File: src/fsa_pkg.sv
// Shared opcodes, status codes and field widths for the frame stack allocator.
`default_nettype none

package fsa_pkg;

   localparam int OPCODE_W = 2;
   localparam int SIZE_W   = 8;
   localparam int BYTE_W   = 8;
   localparam int RADDR_W  = 5;
   localparam int STATUS_W = 2;
   localparam int COUNT_W  = 6;

   localparam logic [OPCODE_W-1:0] OP_ALLOC = 2'd0;
   localparam logic [OPCODE_W-1:0] OP_FREE  = 2'd1;
   localparam logic [OPCODE_W-1:0] OP_READ  = 2'd2;

   localparam logic [STATUS_W-1:0] ST_OK        = 2'd0;
   localparam logic [STATUS_W-1:0] ST_OVERFLOW  = 2'd1;
   localparam logic [STATUS_W-1:0] ST_UNDERFLOW = 2'd2;

endpackage

`default_nettype wire

File: src/frame_stack_allocator_core.sv
// Downward-growing byte stack with a frame size table, built around two memories.
// Allocate of n bytes writes the fill value to each of the n bytes through the byte store's write port, top down.
// Free and read first do the synchronous memory read, then answer from S_FREE or S_READ.
// Refused allocates, refused frees, zero-size allocates and unused opcodes are answered straight from idle.
// After reset a clearing pass zeroes the byte store with busy high.
// The result is strobed on rsp_valid for one cycle and cannot be stalled.
`default_nettype none

module frame_stack_allocator_core #(
   parameter int STORE_DEPTH = 32
) (
   input  wire logic                             clock,
   input  wire logic                             reset,
   input  wire logic                             start,
   output logic                                  busy,
   input  wire logic [fsa_pkg::OPCODE_W-1:0]     req_opcode,
   input  wire logic [fsa_pkg::SIZE_W-1:0]       req_alloc_size,
   input  wire logic [fsa_pkg::BYTE_W-1:0]       req_fill_value,
   input  wire logic [fsa_pkg::RADDR_W-1:0]      req_read_address,
   output logic                                  rsp_valid,
   output logic [fsa_pkg::STATUS_W-1:0]          rsp_status,
   output logic [fsa_pkg::COUNT_W-1:0]           rsp_used_bytes,
   output logic [fsa_pkg::COUNT_W-1:0]           rsp_frames_held,
   output logic [fsa_pkg::BYTE_W-1:0]            rsp_read_data
);

   localparam int AW = $clog2(STORE_DEPTH);
   localparam int CW = $clog2(STORE_DEPTH + 1);
   localparam int SW = ((CW > fsa_pkg::SIZE_W) ? CW : fsa_pkg::SIZE_W) + 1;
   localparam logic [AW-1:0] TOP_ADDR = AW'(STORE_DEPTH - 1);
   localparam logic [CW-1:0] DEPTH_C  = CW'(STORE_DEPTH);
   localparam logic [SW-1:0] DEPTH_S  = SW'(STORE_DEPTH);

   localparam logic [2:0] S_CLEAR = 3'd0;
   localparam logic [2:0] S_IDLE  = 3'd1;
   localparam logic [2:0] S_FILL  = 3'd2;
   localparam logic [2:0] S_FREE  = 3'd3;
   localparam logic [2:0] S_READ  = 3'd4;

   logic [fsa_pkg::BYTE_W-1:0] byte_mem [STORE_DEPTH];
   logic [CW-1:0]              size_mem [STORE_DEPTH];

   logic [2:0]                   state_ff, state_in;
   logic [AW-1:0]                addr_ff, addr_in;
   logic [CW-1:0]                rem_ff, rem_in;
   logic [CW-1:0]                used_ff, used_in;
   logic [CW-1:0]                frames_ff, frames_in;
   logic [fsa_pkg::BYTE_W-1:0]   fill_ff, fill_in;
   logic                         in_range_ff, in_range_in;
   logic                         rsp_valid_ff, rsp_valid_in;
   logic [fsa_pkg::STATUS_W-1:0] rsp_status_ff, rsp_status_in;
   logic [fsa_pkg::COUNT_W-1:0]  rsp_used_ff, rsp_used_in;
   logic [fsa_pkg::COUNT_W-1:0]  rsp_frames_ff, rsp_frames_in;
   logic [fsa_pkg::BYTE_W-1:0]   rsp_data_ff, rsp_data_in;

   logic [fsa_pkg::BYTE_W-1:0]   byte_rd_ff;
   logic [CW-1:0]                size_rd_ff;

   logic                         accept;
   logic [SW-1:0]                alloc_sum;
   logic                         alloc_refused;
   logic [CW-1:0]                frames_dec;
   logic [AW-1:0]                byte_raddr;
   logic                         byte_we;
   logic [fsa_pkg::BYTE_W-1:0]   byte_wdata;
   logic                         size_we;

   function automatic logic [fsa_pkg::COUNT_W-1:0] COUNT_W_CAST(input logic [CW-1:0] value);
      return fsa_pkg::COUNT_W'(value);
   endfunction

   assign accept        = start && (state_ff == S_IDLE);
   assign alloc_sum     = SW'(used_ff) + SW'(req_alloc_size);
   assign alloc_refused = (alloc_sum > DEPTH_S) || (frames_ff == DEPTH_C);
   assign frames_dec    = frames_ff - CW'(1);
   assign byte_raddr    = AW'(req_read_address);
   assign byte_we       = (state_ff == S_CLEAR) || (state_ff == S_FILL);
   assign byte_wdata    = (state_ff == S_FILL) ? fill_ff : '0;
   assign size_we       = accept && (req_opcode == fsa_pkg::OP_ALLOC) && !alloc_refused;

   always_ff @(posedge clock) begin
      if (byte_we) begin
         byte_mem[addr_ff] <= byte_wdata;
      end
      byte_rd_ff <= byte_mem[byte_raddr];
   end

   always_ff @(posedge clock) begin
      if (size_we) begin
         size_mem[frames_ff[AW-1:0]] <= CW'(req_alloc_size);
      end
      size_rd_ff <= size_mem[frames_dec[AW-1:0]];
   end

   always_comb begin
      state_in      = state_ff;
      addr_in       = addr_ff;
      rem_in        = rem_ff;
      used_in       = used_ff;
      frames_in     = frames_ff;
      fill_in       = fill_ff;
      in_range_in   = in_range_ff;
      rsp_valid_in  = 1'b0;
      rsp_status_in = fsa_pkg::ST_OK;
      rsp_used_in   = rsp_used_ff;
      rsp_frames_in = rsp_frames_ff;
      rsp_data_in   = '0;
      unique case (state_ff)
         S_CLEAR: begin
            addr_in = addr_ff + AW'(1);
            if (addr_ff == TOP_ADDR) begin
               state_in = S_IDLE;
            end
         end
         S_IDLE: begin
            if (start) begin
               rsp_used_in   = COUNT_W_CAST(used_ff);
               rsp_frames_in = COUNT_W_CAST(frames_ff);
               unique case (req_opcode)
                  fsa_pkg::OP_ALLOC: begin
                     if (alloc_refused) begin
                        rsp_valid_in  = 1'b1;
                        rsp_status_in = fsa_pkg::ST_OVERFLOW;
                     end else begin
                        used_in       = used_ff + CW'(req_alloc_size);
                        frames_in     = frames_ff + CW'(1);
                        addr_in       = TOP_ADDR - AW'(used_ff);
                        rem_in        = CW'(req_alloc_size);
                        fill_in       = req_fill_value;
                        rsp_used_in   = COUNT_W_CAST(used_in);
                        rsp_frames_in = COUNT_W_CAST(frames_in);
                        if (req_alloc_size == '0) begin
                           rsp_valid_in = 1'b1;
                        end else begin
                           state_in = S_FILL;
                        end
                     end
                  end
                  fsa_pkg::OP_FREE: begin
                     if (frames_ff == '0) begin
                        rsp_valid_in  = 1'b1;
                        rsp_status_in = fsa_pkg::ST_UNDERFLOW;
                     end else begin
                        state_in = S_FREE;
                     end
                  end
                  fsa_pkg::OP_READ: begin
                     in_range_in = (32'(req_read_address) < 32'(STORE_DEPTH));
                     state_in    = S_READ;
                  end
                  default: begin
                     rsp_valid_in = 1'b1;
                  end
               endcase
            end
         end
         S_FILL: begin
            addr_in = addr_ff - AW'(1);
            rem_in  = rem_ff - CW'(1);
            if (rem_ff == CW'(1)) begin
               rsp_valid_in = 1'b1;
               state_in     = S_IDLE;
            end
         end
         S_FREE: begin
            used_in       = (size_rd_ff <= used_ff) ? (used_ff - size_rd_ff) : '0;
            frames_in     = frames_dec;
            rsp_used_in   = COUNT_W_CAST(used_in);
            rsp_frames_in = COUNT_W_CAST(frames_in);
            rsp_valid_in  = 1'b1;
            state_in      = S_IDLE;
         end
         S_READ: begin
            rsp_used_in   = COUNT_W_CAST(used_ff);
            rsp_frames_in = COUNT_W_CAST(frames_ff);
            rsp_data_in   = in_range_ff ? byte_rd_ff : '0;
            rsp_valid_in  = 1'b1;
            state_in      = S_IDLE;
         end
         default: begin
            state_in = S_IDLE;
         end
      endcase
   end

   always_ff @(posedge clock) begin
      if (reset) begin
         state_ff     <= S_CLEAR;
         addr_ff      <= '0;
         used_ff      <= '0;
         frames_ff    <= '0;
         rsp_valid_ff <= 1'b0;
      end else begin
         state_ff     <= state_in;
         addr_ff      <= addr_in;
         used_ff      <= used_in;
         frames_ff    <= frames_in;
         rsp_valid_ff <= rsp_valid_in;
      end
   end

   always_ff @(posedge clock) begin
      rem_ff        <= rem_in;
      fill_ff       <= fill_in;
      in_range_ff   <= in_range_in;
      rsp_status_ff <= rsp_status_in;
      rsp_used_ff   <= rsp_used_in;
      rsp_frames_ff <= rsp_frames_in;
      rsp_data_ff   <= rsp_data_in;
   end

   assign busy            = (state_ff != S_IDLE);
   assign rsp_valid       = rsp_valid_ff;
   assign rsp_status      = rsp_status_ff;
   assign rsp_used_bytes  = rsp_used_ff;
   assign rsp_frames_held = rsp_frames_ff;
   assign rsp_read_data   = rsp_data_ff;

   a_counts_bounded: assert property (@(posedge clock) disable iff (reset)
      (used_ff <= DEPTH_C) && (frames_ff <= DEPTH_C))
      else $error("byte or frame count exceeds the store depth");

   a_free_answers: assert property (@(posedge clock) disable iff (reset)
      (state_ff == S_FREE) || (state_ff == S_READ) |=> rsp_valid)
      else $error("free or read did not answer after the memory read");

   a_fill_ends: assert property (@(posedge clock) disable iff (reset)
      (state_ff == S_FILL) && (rem_ff == CW'(1)) |=> rsp_valid && (state_ff == S_IDLE))
      else $error("fill did not finish with a word");

   a_no_word_in_clear: assert property (@(posedge clock) disable iff (reset)
      (state_ff == S_CLEAR) |-> !rsp_valid)
      else $error("word issued during the clearing pass");

   a_underflow_empty: assert property (@(posedge clock) disable iff (reset)
      rsp_valid && (rsp_status == fsa_pkg::ST_UNDERFLOW) |-> (frames_ff == '0))
      else $error("underflow reported with frames held");

endmodule

`default_nettype wire
File: config.mk
export PLATFORM = sky130hd
export DESIGN_NAME = frame_stack_allocator_core
export DESIGN_NICKNAME = d
export VERILOG_FILES = /design/src/fsa_pkg.sv /design/src/frame_stack_allocator_core.sv
export SDC_FILE = /design/constraint.sdc
export NUM_CORES = 1
export LEC_CHECK = 0
export ABC_CLOCK_PERIOD_IN_PS = 9280
export BUFFER_PORTS_ARGS = -buffer_cell sky130_fd_sc_hd__clkbuf_2
export CORE_ASPECT_RATIO = 1.75
export CORE_MARGIN = 3
export CORE_UTILIZATION = 40
export DETAILED_ROUTE_END_ITERATION = 7
export GPL_ROUTABILITY_DRIVEN = 1
export GPL_TIMING_DRIVEN = 0
export PLACE_DENSITY = 0.56
export SLEW_MARGIN = 10
export SYNTH_ARGS = -nofsm -noshare
export SYNTH_HDL_FRONTEND = slang
export SYNTH_SLANG_ARGS = --single-unit
export TNS_END_PERCENT = 50
File: constraint.sdc
create_clock -name clock -period 9.28 [get_ports clock]
set_input_delay 0.464 -clock clock [delete_from_list [all_inputs] [get_ports clock]]
set_output_delay 0.464 -clock clock [all_outputs]
set_load 0.1 [all_outputs]
### After elaboration in Yosys (flattened, before gate mapping)

Memories as Yosys holds them, arrays and structs flattened. A register that Yosys moved wholly into a read port is not among the register bits.
Index checks and enable logic that the tools add are counted.

| operators by class | value |
|---|---|
| add/subtract/negate cells | 9 |
| order comparisons | 2 |
| eq/ne operators | 19 |
| muxes and demuxes | 42 |
| bitwise gates (word level) | 1 |
| reductions and logical operators | 22 |

Operators with widths:

| operator | count |
|---|---|
| $mux W6 | 10 |
| $pmux W6 S2 | 3 |
| $pmux W6 S3 | 2 |
| $mux W3 | 6 |
| $pmux W3 S3 | 2 |
| $mux W5 | 3 |
| $pmux W5 S3 | 1 |
| $reduce_and A4 Y1 | 3 |
| $sub A6 B1 Y6 const B | 2 |
| $mux W1 | 10 |
| $add A6 B8 Y9 | 1 |
| $gt A9 B6 Y1 const B | 1 |
| $ne A3 B3 Y1 const B | 3 |
| $logic_not A8 Y1 | 1 |
| $mux W8 | 1 |
| $reduce_and A7 Y1 | 1 |
| $add A6 B1 Y6 const B | 1 |
| $add A6 B6 Y6 | 1 |
| $eq A3 B2 Y1 const B | 2 |
| $eq A6 B1 Y1 const B | 1 |
| $eq A6 B6 Y1 const B | 1 |
| $le A6 B6 Y1 | 1 |
| $logic_not A6 Y1 | 1 |
| $ne A2 B1 Y1 const B | 3 |
| other kinds (25) | 34 |

| word-level totals | value |
|---|---|
| flip-flop bits (word level) | 57 |
| RAM bits | 448 |
| input port bits | 26 |
| memories kept | 2 |

Memories:

| name | words | bits a word | read ports | clocked after Yosys merged registers in | wr ports | RTL line | text |
|---|---|---|---|---|---|---|---|
| byte_mem | 32 | 8 | 1 | 1 | 1 | frame_stack_allocator_core.sv:40 | `logic [fsa_pkg::BYTE_W-1:0] byte_mem [STORE_DEPTH];` |
| size_mem | 32 | 6 | 1 | 1 | 1 | frame_stack_allocator_core.sv:41 | `logic [CW-1:0] size_mem [STORE_DEPTH];` |

### Longest topological paths before layout

| depth | value |
|---|---|
| depth after elaboration | 7 |
| mapped depth | 12 |
| mapped depth without buffers | 11 |

### Least setup slack after synthesis

No wires, ideal clock.

| timing path | value |
|---|---|
| path type | input to register |
| start | in req_alloc_size[0] (netlist bit) |
| end | mem size_mem[21][0] (netlist bit), enable pin |
| library setup time | 0.350 ns |
| data arrival time | 2.965 ns |
| required time | 8.930 ns |
| path slack | 5.965 ns |
| stages | 11 |
| buffers on the path | 2 |
| path through | ha_1 fa_1 a211oi_1 o21ba_2 o221ai_1 a221oi_4 and2_1 buf_6 buf_6 nand3_2 nor2_1 |

| on the way | value |
|---|---|
| word-level cells in the longest chain between the ends | 7 |

RTL lines:

| element | RTL line | text |
|---|---|---|
| start: declaration | frame_stack_allocator_core.sv:17 | `input wire logic [fsa_pkg::SIZE_W-1:0] req_alloc_size,` |
| $add A6 B8 Y9 | frame_stack_allocator_core.sv:73 | `assign alloc_sum = SW'(used_ff) + SW'(req_alloc_size);` |
| $gt A9 B6 Y1 | frame_stack_allocator_core.sv:74 | `assign alloc_refused = (alloc_sum > DEPTH_S) \|\| (frames_ff == DEPTH_C);` |
| $logic_or A1 B1 Y1 | frame_stack_allocator_core.sv:74 |  |
| $logic_not A1 Y1 | frame_stack_allocator_core.sv:79 | `assign size_we = accept && (req_opcode == fsa_pkg::OP_ALLOC) && !alloc_refused;` |
| $logic_and A1 B1 Y1 | frame_stack_allocator_core.sv:79 |  |
| $mux W1 | frame_stack_allocator_core.sv:89 | `if (size_we) begin` |
| $mux W1 (not written as such) | frame_stack_allocator_core.sv:90 | `size_mem[frames_ff[AW-1:0]] <= CW'(req_alloc_size);` |
| end: declaration | frame_stack_allocator_core.sv:41 |  |

Every way passes these cells.

### Worst setup path in the final report

| timing path | value |
|---|---|
| start | reg frames_ff[0] |
| end | mem size_mem[0][4] (netlist bit), enable pin |

| on the way | value |
|---|---|
| word-level cells in the longest chain between the ends | 6 |

RTL lines:

| element | RTL line | text |
|---|---|---|
| start: declaration | frame_stack_allocator_core.sv:47 | `logic [CW-1:0] frames_ff, frames_in;` |
| start signal: assignment | frame_stack_allocator_core.sv:197 | `frames_ff <= frames_in;` |
| $eq A6 B6 Y1 | frame_stack_allocator_core.sv:74 |  |
| $logic_or A1 B1 Y1 | frame_stack_allocator_core.sv:74 |  |
| $logic_not A1 Y1 | frame_stack_allocator_core.sv:79 |  |
| $logic_and A1 B1 Y1 | frame_stack_allocator_core.sv:79 |  |
| $mux W1 | frame_stack_allocator_core.sv:89 |  |
| $mux W1 (not written as such) | frame_stack_allocator_core.sv:90 |  |

Parallel ways exist; a longest one is shown, timed or not.

==> key figures <==
Outcome
  • Status: finished, final reports clean

Yosys
  • Synth Instances: 1146
  • Total number of yosys warnings: 0
  • Netlist Area Pre-Place: roughly 21000 um2
  • Synth area leader: edfxtp_1
  • Dominant cell by count in the synthesized netlist: edfxtp_1
  • Sequential-to-total area share from yosys stat: 71.3%
  • Mapped Avg Cell Area: approximately 19 um2
  • Area contributors post-synth: edfxtp_1 (67%), mux4_2 (15%), dfxtp_1 (4.2%), nor2_1 (1.9%), ha_1 (1.6%)
  • Largest family of logic cells by synthesized area: multiplexers
  • Synth async-reset ratio: 0%
  • Post-synth top cells: edfxtp_1 (474), mux4_2 (140), nor2_1 (107)
  • Synth Area in XOR/XNOR: less than 1%
  • #FFs+latches synth: about 520
  • Number of library cell types mapped by synthesis: between 60 and 70
  • Post-synthesis adder-cell area fraction: under 10%
  • EDFF count, synth: 474
  • Synth Area in Compound Gates: under 10%
  • Post-Synth Simple-Gate Area: 5.39%
  • Ys flop type: edfxtp_1
  • Synth top area share: 67.0%
  • Synth Net Count: roughly 1200
  • Mux cell area share after synthesis: 15.8%

Pwr
  • Maximum vdd ir drop: around 0.16 mV
  • Comb pwr share: ~3%
  • Sequential power share: approximately 54%
  • Lkg Pwr: about 8.0 nW
  • Clock power share: ~43%
  • Psw: around 0.95 mW
  • Power per cell area: approximately 200 nW/um2
  • Sw frac: about 20%
  • Int Pwr: 3.76 mW

Timing
  • Final Cycle Share: about 50%
  • Final Max Tran Viols: 0
  • Rel. slew slack: between 20% and 30%
  • Fmax: between 0.2 and 0.25 GHz
  • Skew final: around 0.014 ns
  • Final hold viol count: 0
  • Final setup viols: 0
  • Post-Route Setup TNS: 0 ns
  • Final worst path period need: 4.65 ns
  • Worst-Margin Slew: 1.20 ns
  • RSZ-0062 raised after global routing: false

Setup path
  • Crit start category: flip-flop
  • RR Endpoint: size_mem[0][4]
  • CP max stage delay: about 0.67 ns
  • Origin of the critical flop-to-flop path: frames_ff[0]
  • Worst Path Arrival: 4.85 ns
  • Crit path max-delay family: buffers and inverters
  • Setup crit end kind: flip-flop
  • Reg2Reg Setup Slack: between 4 and 5 ns
  • Kind of critical path: flip-flop to flip-flop
  • CP max FO: 10
  • Slowest CP cell: nor2_1
  • Critical Path RT: 9.48 ns
  • Cells along the critical path: clkbuf_1 > buf_1 > inv_1 > ha_1 > a31o_2 > a221oi_4 > and2_1 > buf_6 > nand3_1 > nor2_1
  • CP bufs+invs: 4
  • Worst Reg-to-Reg Cells: 10

Clock tree
  • CTS H-tree lvls: 2
  • Clk root buf: clkbuf_16
  • Hold-fix buffers at CTS: 0
  • Clock slew at reported path FFs: 0.07 ns
  • CTS tree: done
  • Num Clock Sinks: 519
  • Post_cts resized: 0
  • Worst-skew pair later-pin latency: ~0.57 ns
  • Bufs on Longest Clock Path: 3
  • Cts bufs inserted: about 50
  • Post-CTS setup buffers: 0

Routing
  • Met3 WL: 2050 um
  • Initial DRC count: 718
  • M1 WL: 16500 um
  • Post-route DRC violation count: 0
  • Drt wl/cell: ~26 um
  • Drt first pass iters: 5
  • Via count: 10800
  • Met2 routed WL: approximately 30000 um
  • DRT antenna net count: 0
  • DR vias/cell: about 5.5
  • WL final: 50600 um
  • Top sig layer: met5

Layout
  • Post-route design area: 23900 um2
  • Final net count: between 1000 and 1500
  • Area growth syn-to-layout: 12.7%
  • Fraction of layout cells with a size suffix above 1: between 20% and 30%

Die
  • Core area: about 52000 um2
  • Rows: between 100 and 150
  • Starting Density: roughly two fifths
  • Number of I/O pins: 50
  • Die area: ~56000 um2
  • Die X: around 180 um
  • Die Y: roughly 310 um

Min path
  • Hold Path Sink: fill_ff[1]
  • HP Start: req_fill_value[1]
  • Worst Hold Depth: 1
  • Type of the worst min-delay path: input pin to flip-flop

Run
  • Max-cap check violation count: 0

GRT
  • Largest net degree at the start of global routing: 37
  • First-pass GRT wire length: 75200 um
  • Grt total ovfl: 0
  • Initial antenna violation count: 3
  • Number of global-route vias before repair: 11600
  • Total GRT Usage: a little under a fifth

Placement
  • HPWL after DPL: ~36000 um
  • Port Buffers: 44
  • DP Area: approximately 22000 um2
  • RD Place Congestion: a little over 0.8
worst max path at each step:
stage | slack [ns] | cells after the start | start | endpoint
4_1_cts | 4.62 | 10 | frames_ff[0] | size_mem[8][4]
3_5_place_dp | 4.43 | 11 | req_alloc_size[0] | size_mem[28][5]
6_report | 4.63 | 10 | frames_ff[0] | size_mem[0][4]
3_3_place_gp | 4.52 | 11 | req_alloc_size[0] | size_mem[8][4]
2_1_floorplan | 5.97 | 11 | req_alloc_size[0] | size_mem[21][0]
5_1_grt | 4.34 | 10 | frames_ff[0] | size_mem[8][4]
cell families (layout without fill, tap and decap cells):
logic type               after synthesis  in the layout
XOR/XNOR                              17             17
flip-flops                           519            519
adder cells (fa/ha/maj)               30             30
other                                  0              2
buffers and inverters                 82            215
AO/OA/AOI/OAI                        105            105
AND/OR/NAND/NOR                      235            235
multiplexers                         158            158
through the flow:
| stage | util [%] | hold WS (ns) | power [mW] | setup slack (ns) | std cells |
|---|---|---|---|---|---|
| 2_1_floorplan | - | 0.437 | 2.69 | 5.97 | 1146 |
| 3_3_place_gp | 42.5 | 0.446 | 2.75 | 4.52 | 1868 |
| 3_5_place_dp | 42.5 | 0.446 | 2.75 | 4.43 | 1869 |
| 4_1_cts | 45.5 | 0.0331 | 4.76 | 4.62 | 1957 |
| 5_1_grt | 45.6 | 0.0381 | 4.86 | 4.34 | 1957 |
| 6_report | 45.6 | 0.0698 | 4.71 | 4.63 | 1959 |
cell usage in the layout (no fill, tap or decap), types with 6 or more instances in the layout:
cell / n
nor3_1: 7
nand2_1: 33
or3_1: 8
nand3b_1: 6
o211ai_1: 7
dfxtp_1: 45
clkinv_1: 12
xor2_1: 10
edfxtp_1: 474
nor2_1: 107
clkbuf_1: 47
and3_1: 16
and3_2: 6
buf_1: 15
clkinv_2: 7
a21oi_1: 25
mux2_2: 15
xnor2_1: 7
mux4_2: 140
ha_1: 27
o21ai_0: 23
clkbuf_2: 44
nand3_1: 12
clkbuf_16: 49
bufinv_16: 6
inv_1: 23
per-layer routing:
layer  up-vias  global-route usage (%)
met5         -                       0
met4         2                    7.79
met3       115                    2.74
met2       266                    36.2
met1      5587                    18.2
li1       4827                       -
power by group through the flow:
stage	Clock, mW	Combinational [mW]	Sequential (mW)
6_report	2.01	0.140	2.55
5_1_grt	2.15	0.151	2.55
4_1_cts	2.07	0.144	2.55
3_5_place_dp	0	0.143	2.60
3_3_place_gp	0	0.142	2.60
2_1_floorplan	0	0.0842	2.60
layout make-up:
| class | instances | area, um2 |
|---|---|---|
| antenna | 2 | 5.00 |
| buffer | 59 | 240 |
| clock buffer | 58 | 1290 |
| clock inverter | 30 | 303 |
| fill | 4602 | 28600 |
| inverter | 23 | 86.3 |
| multi-input combinational | 545 | 5780 |
| sequential | 519 | 15100 |
| tap | 678 | 848 |
| timing repair buffer | 45 | 235 |
flip-flops by register name (all words and copies together) (netlist names), 8 cells and up:
name           cells
rsp_read_data      8
fill_ff            8
byte_mem         256
size_mem         192
byte_rd_ff         8
Power figures use the tool's default switching activity.
